$ cat config.mk
export PLATFORM = sky130hd
export DESIGN_NAME = ccg_ram
export DESIGN_NICKNAME = d
export VERILOG_FILES = /design/src/sv/ccg_ram.sv
export SDC_FILE = /design/constraint.sdc
export NUM_CORES = 2
export LEC_CHECK = 0
export BUFFER_PORTS_ARGS = -buffer_cell sky130_fd_sc_hd__buf_2
export CORE_MARGIN = 2
export CORE_UTILIZATION = 40
export DETAILED_ROUTE_END_ITERATION = 7
export PLACE_DENSITY = 0.67
export REMOVE_ABC_BUFFERS = 1
export SYNTH_ARGS = -nofsm -noshare
export SYNTH_HDL_FRONTEND = slang
export SYNTH_SLANG_ARGS = --single-unit
$ cat constraint.sdc
create_clock -name clk -period 7.12 [get_ports clk]
set_clock_uncertainty 0.05 [all_clocks]
set_input_delay 1.424 -clock clk [delete_from_list [all_inputs] [get_ports clk]]
set_output_delay 1.424 -clock clk [all_outputs]
set_load 0.05 [all_outputs]
$ cat src/sv/ccg_ram.sv
module ccg_ram #(
    parameter int WIDTH = 64,
    parameter int DEPTH = 33
) (
    input  logic                     clk,
    input  logic                     we,
    input  logic [$clog2(DEPTH)-1:0] wr_addr,
    input  logic [WIDTH-1:0]         wr_data,
    input  logic                     re,
    input  logic [$clog2(DEPTH)-1:0] rd_addr,
    output logic [WIDTH-1:0]         rd_data
);

    logic [WIDTH-1:0] mem [DEPTH];

    always_ff @(posedge clk)
    begin
        if (we)
        begin
            mem[wr_addr] <= wr_data;
        end
        if (re)
        begin
            rd_data <= mem[rd_addr];
        end
    end

endmodule

Word-level counts from Yosys, hierarchy flattened
Memories as Yosys holds them, arrays and structs flattened. A register that Yosys moved wholly into a read port is not among the register bits.
Cells that the tools add are included.

operators by class
  muxes and demuxes = 2

operators with widths
  kind               number
  1-bit two-way mux  2

storage, ports and cells
  register bits after elaboration = 0
  RAM bits = 2112
  memories kept = 1

memory list
  name  words  width  rd ports  clocked after memory_dff  wr ports  line  text
  mem   33     64     1         1                         1         14    logic [WIDTH-1:0] mem [DEPTH];

Logic depth before layout (Yosys ltp)
  word-level depth = 2
  depth in mapped cells = 9
  mapped depth without buffers = 5

Worst setup path after synthesis
Ideal clock, no wire load.

  kind = input to register
  start = in wr_addr[2]
  end = mem mem[25][0], enable pin
  data arrival time = 4.636 ns
  data required time = 6.583 ns
  slack = 1.947 ns
  stages on the path = 2
  path buffers = 0
  path through = or3b_2 > nor2_1

RTL lines
  what                line  text
  start: declaration  7     input logic [$clog2(DEPTH)-1:0] wr_addr,
  end: declaration    14

Straight into the memory's write port.

Final worst setup path
  start = in wr_addr[5]
  end = mem mem[26][48], enable pin

Straight into the memory's write port.

==> out/results.ini <==
[floorplan]
row_count = 166
io_pins = 143
die_x_um = 459
initial_utilization = 0.403
core_area_mm2 = 0.205
die_area_mm2 = 0.210
die_h_um = 459

[worst_setup_path]
slowest_delay_ns = 1.00
path_class = input pin to flip-flop
arrival_ns = 4.04
r2r_slack_ns = 5.09
crit_path_top_delay_cell = nor2_4
timing.rr.end = rd_data[26]$_DFFE_PP_
cp_max_fo = 27
crit_chain = buf_2, nor2b_1, nand3_1, nor2_4, buf_4
crit_family = simple AND/OR/NAND/NOR gates
reg2reg_from = mem[11][26]$_DFFE_PP_
critPathRequiredTime_ns = 7.51
worstSetupStartpointType = input pin
crit_buf_inv = 2
r2r_cells = 4
critPathCaptureType = flip-flop

[clock_tree]
htreeDepth = 4
clk_latency_ns = 0.82
post_cts_buffers = 0
clockBufferDepth = 3
cts_root_buf = clkbuf_16
cts.clk_slew.worst_paths_ns = 0.06
cts.sinks = 2176
numCtsBuffers = 198
cts_tree = built
post_cts_resize_count = 0
cts.hold.buffers_added = 0

[synthesis]
synth_edf_count = 2176
synth-xor-area-share = 0
synth_compound_area_frac = 0.0279
synth.area.mux_share = 0.145
synth_top_cell_area_share = 0.790
syn_area_per_cell_um2 = 21.5
ys_seq_elements = 2176
synth-adder-area-share = 0
yosysUniqueCellTypes = 36
synth-seq-area-share = 0.790
ys_top_cells_by_area = edfxtp_1, mux4_2, mux2i_1
synth_cells = 3848
ys.flop_type = edfxtp_1
synth-async-reset-ratio = 0
synth-simple-area-share = 0.0231
yosysTopAreaCell = edfxtp_1
yosys_warnings = 0
syn-cell-area_mm2 = 0.0827
synth_top_family_by_area = multiplexers

[layout]
area_delta_synth_final_pct = 12.8
layout_commonest_cell = edfxtp_1
drive_gt1_frac = 0.237
final_nets = 4144
multiInputGateArea_mm2 = 0.0165
regArea_mm2 = 0.0653
final_cell_mix = edfxtp_1, mux4_2, nand2_1
post-route-util = 0.455
fill_cells = 16800

[timing]
fmax_mhz = 274
rsz0062_at_grt = false
finalHoldViolations = 0
fin_setup_tns_ns = 0
report.final.slew_viol_count = 0
fin_crit_ns = 3.65
hold_slack_ns = 0.477
tightest_slew_ns = 1.17
slew_headroom = 0.223
min_period_over_period = 0.512
finalSetupViolCount = 0

[placed_design]
place_congestion = 0.749
portBuffers = 142
dpl.hpwl_um = 106000

[power_and_ir_drop]
cellPowerDensity_mw_per_mm2 = 278
p_leak_nw = 29.3
irDropWorstVdd_v = 0.000270

[global_routing]
grtUsageTotal = 0.195
grt_pass1_vias = 40400
grt-ovfl-total = 0
grt_max_degree = 111
grt_pass1_wl_um = 294000
antenna_found_initial = 22
grt_use_met3 = 0.0341
use_met2 = 0.319
busiest_layer = met2
grtUsageMet1 = 0.263

[worst_hold_path]
hold-path-endpoint = rd_data[50]$_DFFE_PP_
hold_class = flip-flop to flip-flop
min_from = mem[32][50]$_DFFE_PP_
min_path_cells = 2

[run]
max_cap_viol_count = 0

[route]
drt_iter0_drc = 5286
via_per_inst = 5.80
drtAntennaViolNets = 0
route.detailed.drc = 0
drt_wl_total_um = 206000
wl_per_cell_um = 29.8
vias = 40200
drtPass1Iterations = 6

[run_status]
status = finished clean

report_power, final:
group / total, mW / internal, mW / switching, mW / leakage [nW]
logic: 1.25 / 0.417 / 0.829 / 6.66
clock network: 10.4 / 5.77 / 4.61 / 3.04
registers: 14.3 / 14.2 / 0.0481 / 19.6
worst max-delay path by stage:
stage	end	from	cells past startpoint	slack, ns
4_1_cts	mem[26][48]$_DFFE_PP_	wr_addr[3]	5	3.45
3_5_place_dp	mem[20][38]$_DFFE_PP_	wr_addr[3]	5	2.57
5_1_grt	mem[20][37]$_DFFE_PP_	wr_addr[3]	5	3.34
6_report	mem[26][48]$_DFFE_PP_	wr_addr[5]	5	3.47
2_1_floorplan	mem[25][0]$_DFFE_PP_	wr_addr[2]	2	1.95
3_3_place_gp	mem[26][52]$_DFFE_PP_	wr_addr[3]	5	2.58
per-stage QoR:
stage / cell area (um^2) / power (mW) / worst slack [ns] / std cells
floorplan: 81600 / 15.1 / 1.95 / 3632
global placement: 87000 / 15.8 / 2.58 / 6553
detailed placement: 87000 / 15.8 / 2.57 / 6553
CTS: 93200 / 26.0 / 3.45 / 6917
global route: 93300 / 26.6 / 3.34 / 6922
finish: 93300 / 25.9 / 3.47 / 6928
metal layers:
| metal | up-vias | wire length (um) |
|---|---|---|
| met2 | 1757 | 101000 |
| met1 | 21600 | 82100 |
| met3 | 346 | 16000 |
| met5 | - | 33 |
| li1 | 16500 | - |
| met4 | 6 | 7040 |
cells by family after synthesis:
kind of cell | after synthesis
compound gates | 339
mux | 669
simple gates | 446
flops | 2176
buf+inv | 218
area by class of cell:
class / instances / share of cell area
sequential: 2176 / 0.701
clock inverter: 108 / 0.00986
clock buffer: 256 / 0.0571
inverter: 2 / 0.000134
tap: 2688 / 0.0361
antenna: 11 / 0.000295
timing repair buffer: 233 / 0.0192
multi-input combinational: 1454 / 0.177
sequential cells by signal (all words and copies together) (netlist names):
name	count
rd_data	64
mem	2112
cell usage after synthesis (5+ instances only):
cell	number
mux4_2	419
buf_4	34
clkbuf_1	116
mux2i_1	207
o21ai_1	37
nand3_1	14
nand2_1	235
a221oi_1	39
buf_6	19
mux2_2	39
buf_1	9
nand4_1	36
edfxtp_1	2176
and2_1	25
a21oi_1	76
o211ai_1	24
o22ai_1	30
buf_2	38
and3_1	5
nor2_1	115
o221ai_1	87
a32oi_1	6
o21ai_0	34
tightest hold or removal path, cell delays in order (launching register included):
cell,delay (ns)
edfxtp_1,0.32
nand2_1,0.05
nand4_1,0.05
Power figures use the tool's default switching activity.
