<file path="src/sv/ccg_pkg.sv">
package ccg_pkg;

    localparam int MAX_DEGREE = 32;
    localparam int POLY_DEPTH = MAX_DEGREE + 1;
    localparam int AW         = $clog2(POLY_DEPTH);
    localparam int DEG_W      = 6;
    localparam int COEF_W     = 64;
    localparam int NUM_RAMS   = 3;

    typedef logic [1:0] role_t;

    typedef struct packed {
        logic [DEG_W-1:0] degree;
        logic             second_kind;
        logic             absolute_values;
    } req_t;

    typedef struct packed {
        logic [DEG_W-1:0]         power_index;
        logic signed [COEF_W-1:0] coefficient;
        logic                     last;
    } rsp_t;

    typedef enum logic [2:0] {
        ST_IDLE,
        ST_INIT0,
        ST_INIT1,
        ST_STEP,
        ST_DRAIN,
        ST_EMIT_RD,
        ST_EMIT_LD
    } state_t;

    typedef enum logic [1:0] {
        ALU_RECUR,
        ALU_PASS,
        ALU_NEG
    } alu_op_t;

endpackage

</file>
<file path="src/sv/ccg_alu.sv">
module ccg_alu import ccg_pkg::*; (
    input  alu_op_t           op,
    input  logic [COEF_W-1:0] a,
    input  logic [COEF_W-1:0] b,
    output logic [COEF_W-1:0] y
);

    logic [COEF_W-1:0] lhs;
    logic [COEF_W-1:0] rhs;

    // one subtractor: 2a - b, a - 0, or 0 - a
    always_comb
    begin
        case (op)
            ALU_RECUR:
            begin
                lhs = {a[COEF_W-2:0], 1'b0};
                rhs = b;
            end
            ALU_PASS:
            begin
                lhs = a;
                rhs = '0;
            end
            ALU_NEG:
            begin
                lhs = '0;
                rhs = a;
            end
            default:
            begin
                lhs = a;
                rhs = '0;
            end
        endcase
        y = lhs - rhs;
    end

endmodule

</file>
<file path="config.mk">
export PLATFORM = sky130hd
export DESIGN_NAME = ccg_alu
export DESIGN_NICKNAME = d
export VERILOG_FILES = /design/src/sv/ccg_pkg.sv /design/src/sv/ccg_alu.sv
export SDC_FILE = /design/constraint.sdc
export NUM_CORES = 1
export LEC_CHECK = 0
export CORE_UTILIZATION = 45
export DETAILED_ROUTE_END_ITERATION = 16
export DONT_BUFFER_PORTS = 1
export GPL_ROUTABILITY_DRIVEN = 0
export SETUP_SLACK_MARGIN = 0.1
export SKIP_LAST_GASP = 1
export SYNTH_ARGS = -nofsm -noshare
export SYNTH_HDL_FRONTEND = slang
export SYNTH_SLANG_ARGS = --single-unit
</file>
<file path="constraint.sdc">
create_clock -name vclk -period 4
set_clock_uncertainty 0.2 [all_clocks]
set_input_delay 0.2 -clock vclk [all_inputs]
set_output_delay 0.2 -clock vclk [all_outputs]
set_load 0.005 [all_outputs]
</file>
# After elaboration in Yosys (flattened, before gate mapping)
# Index checks and enable logic that the tools add are counted.
dict set report totals {
  reg_bits 0
  in_bits 130
  word_cells 5
}
dict set report classes {
  add_sub_neg 1
  eq_ne 1
  mux 2
  reduce_logical 1
}
# op count
set ops {}
lappend ops {{$pmux 64 s2} 2}
lappend ops {{$sub 64x64->64} 1}
lappend ops {{$eq 2x2->1 const B} 1}
lappend ops {{$logic_not 2->1} 1}

# Longest topological paths before layout
dict set report depth {
  ltp_word 3
  mapped_depth 16
  mapped_depth_nobuf 14
}

# Worst setup path before layout
# OpenSTA, ideal clock, no wires.
dict set report synth_path {
  path_kind {input port to output port}
  startpoint {input op[1]}
  endpoint {output y[62]}
  arrival_time_ns 3.638
  required_ns 3.600
  setup_slack_ns -0.038
  cell_stages 14
  n_path_buf 2
  cell_sequence {clkbuf_1 clkbuf_1 mux2i_1 or2_2 ha_1 a21oi_2 o22a_1 a211oi_2 o2111ai_1 a2111o_1 a211oi_2 o21ai_1 o31ai_1 xor2_1}
}
dict set report synth_via {
  elab_chain_cells 3
  elab_cells_between_ends 5
  cone_classes {1 x add/sub; 1 x eq/ne; 2 x mux; 1 x reduce/logical}
}
# item line
set synth_rtl {}
lappend synth_rtl {{start, declared} ccg_alu.sv:2} ;# input alu_op_t op,
lappend synth_rtl {{$eq 2x2->1 / $logic_not 2->1 (equally long branches)} ccg_alu.sv:14} ;# case (op)
lappend synth_rtl {{$pmux 64 s2} ccg_alu.sv:14}
lappend synth_rtl {{$sub 64x64->64 *} ccg_alu.sv:36} ;# y = lhs - rhs;
lappend synth_rtl {{end, declared} ccg_alu.sv:5} ;# output logic [COEF_W-1:0] y
# Every way passes the cells marked *; elsewhere a longest branch is shown, timed or not.

# Worst setup path in the final report
dict set report layout_path {
  startpoint {input op[1]}
  endpoint {output y[63]}
}
# The elaborated chain is that of the path after synthesis.

==> results_dict.tcl <==
set metrics [dict create \
    status "complete, no violations" \
    fin_nets 947 \
    drv_cap 0 \
    register_area_um2 0 \
    synth-compound-area-share_pct 35.5 \
    max_stage_delay_ps 450 \
    synth_area_leaders "ha_1 14%, mux2i_1 11%, a22o_1 9.9%" \
    max_freq_ghz 0.268 \
    grt_setup_unrepaired "false" \
    die_x_um 113 \
    worstPathArrival_ps 3330 \
    leakage_uw 0.00242 \
    required_ps 3600 \
    wl_met3_um 1120 \
    areaGrowthSynthToFinish_pct 0.743 \
    min_period_ps 3730 \
    synth.area.mux_share_pct 11.3 \
    power.total_uw 1270 \
    grt_pass1_wl_um 26400 \
    seq_cell_count 0 \
    initial_core_util_pct 46.3 \
    syn_area_um2 5560 \
    power_density_nw_per_um2 227 \
    hold_viol_final 0 \
    top_layer "met4" \
    syn_nets 997 \
    tightest_slew_ps 507 \
    wl_um 16600 \
    die_y_um 113 \
    rows 40 \
    synth-warning-count 0 \
    wl_per_cell_um 18.5 \
    clkbuf_count 0 \
    vias 5863 \
    cp-start-kind "primary input" \
    drive_above_1_share_pct 11.1 \
    fillers 1292 \
    coreArea_um2 12000 \
    dp_hpwl_um 13700 \
    worst_hold_path_type "primary input to output port" \
    grt_antenna_before_repair 0 \
    ios 194 \
    avgSynthCellArea_um2 6.92 \
    synth_top_family_by_area "compound AO/OA/AOI/OAI gates" \
    synth.largest_area_cell "ha_1" \
    synth_xor_area_share_pct 9.30 \
    ant_nets 0 \
    worstHoldStart "a[0]" \
    drc 0 \
    wl_met2_um 7560 \
    yosys.area_share.simple_pct 24.3 \
    antenna-diode-count 0 \
    grt_pass1_vias 5548 \
    crit_path_top_delay_cell "o41a_1" \
    netlist.area_leader.share_pct 14.2 \
    cp_max_fo 64 \
    worstHoldPathCells 3 \
    multiInputGateArea_um2 5300 \
    viasPerCell 6.53 \
    port_buffers 0 \
    worst-setup-path-type "primary input to output port" \
    tns_ps 0 \
    drtIter0Drc 323 \
    firstDrtPassIters 5 \
    setup_violations 0 \
    critPathMostFrequentCell "o31ai_1" \
    overflow 0 \
    hold_end "y[0]" \
    synthAdderAreaFrac_pct 14.5 \
    min_period_over_period_pct 93.4 \
    max-slew-margin-rel_pct 65.9 \
    end_kind "output port" \
    worstPathCellList "nor2_4 > buf_12 > a22o_1 > ha_1 > nor2b_1 > o2111ai_1 > a31oi_2 > o31ai_1 > o21ba_1 > o41a_1 > o31ai_1 > nor4_1 > a311oi_1" \
    crit_start "op[1]" \
    slew_violations 0 \
    peakVddDrop_v 0.0000775 \
    synth.distinct_cells 55 \
    die_area_um2 12800 \
    postCtsHoldBufs 0 \
    grtUsageTotal_pct 24.3 \
    grt_max_degree 128 \
    syn_inst 803 \
    yosysSeqAreaShare_pct 0 \
    drt-met1-wl_um 7560 \
]
[cell type report]
class                      instances  share of cell area [%]
multi-input combinational        731                    94.7
inverter                          13                   0.872
tap                              147                    3.29
timing repair buffer               7                    1.16
[repair_timing]
| action | CTS | global route |
|---|---|---|
| gates resized for setup | 0 | 3 |
| setup buffers | 0 | 0 |
| hold endpoints to repair | 0 | 0 |
| setup endpoints to repair | 0 | 2 |
[through the flow]
stage	instances	hold WS, ps	cell area, um2	setup WS, ps	util [%]
finish	898	429	5600	266	46.6
global route	898	466	5600	26.9	46.6
floorplan	803	403	5560	154	-
detailed placement	898	420	5580	283	46.5
global placement	898	420	5580	264	46.5
CTS	898	424	5580	283	46.5
[report_power, final]
part           switching (uW)  leakage (uW)  internal [uW]
Combinational             755       0.00242            514
Sequential                  0             0              0
Clock                       0             0              0
[routing by layer]
layer | vias to the layer above | global-route usage (%)
li1 | 2922 | -
met3 | 26 | 3.00
met1 | 2679 | 32.0
met4 | 0 | 5.61
met5 | - | 0
met2 | 236 | 42.0
[critical path: cells and delay by family]
| kind | cells | cell delay (ps) |
|---|---|---|
| AO/OA/AOI/OAI | 8 | 2340 |
| AND/OR/NAND/NOR | 3 | 330 |
| adder cells (fa/ha/maj) | 1 | 280 |
| buffers and inverters | 1 | 150 |
[cell families after synthesis]
| logic type | Yosys count |
|---|---|
| adders and majority gates | 64 |
| and+or+nand+nor | 259 |
| buffers and inverters | 72 |
| AOI/OAI and AO/OA | 286 |
| muxes | 63 |
| xor gates and xnor gates | 59 |
[how the worst max path moves through the flow]
stage	to	cells past startpoint
floorplan	y[62]	14
global placement	y[52]	14
detailed placement	y[63]	13
CTS	y[63]	13
global route	y[59]	13
finish	y[63]	13
[placed cells by master (no fill, tap or decap), drive strengths merged, types with 23 or more instances in the layout]
cell type	netlist	layout
a21o	31	31
a21oi	75	75
a22o	63	63
ha	63	63
mux2i	63	63
nand2	60	60
nand4	29	29
nor2	44	44
o21ai	44	44
or2	66	66
xnor2	36	36
xor2	23	23
[synthesized netlist by cell type (2+ instances only)]
master / instances
inv_1: 13
a22o_1: 63
xor2_1: 23
a211oi_2: 2
a2111oi_0: 2
xnor2_1: 36
a21boi_0: 3
o21ai_1: 7
o31ai_1: 5
and2_1: 4
a21oi_1: 74
a21o_1: 31
o21bai_1: 15
nand4_1: 28
o21ai_0: 37
a221o_1: 2
clkbuf_1: 53
and3_1: 5
a211oi_1: 5
a41oi_1: 2
nor3_1: 17
and4_1: 5
a311oi_1: 3
buf_1: 2
o41ai_1: 2
nand2_1: 60
ha_1: 63
nor4_1: 6
nand2b_1: 4
mux2i_1: 63
a31o_2: 2
buf_4: 2
nor2_1: 44
o21a_1: 7
buf_2: 2
a221oi_1: 2
o2111ai_1: 2
a31oi_1: 8
nor2b_1: 5
nand3_1: 12
or2_2: 66
o211ai_1: 3
No activity file was read; power rests on OpenSTA's default activity.
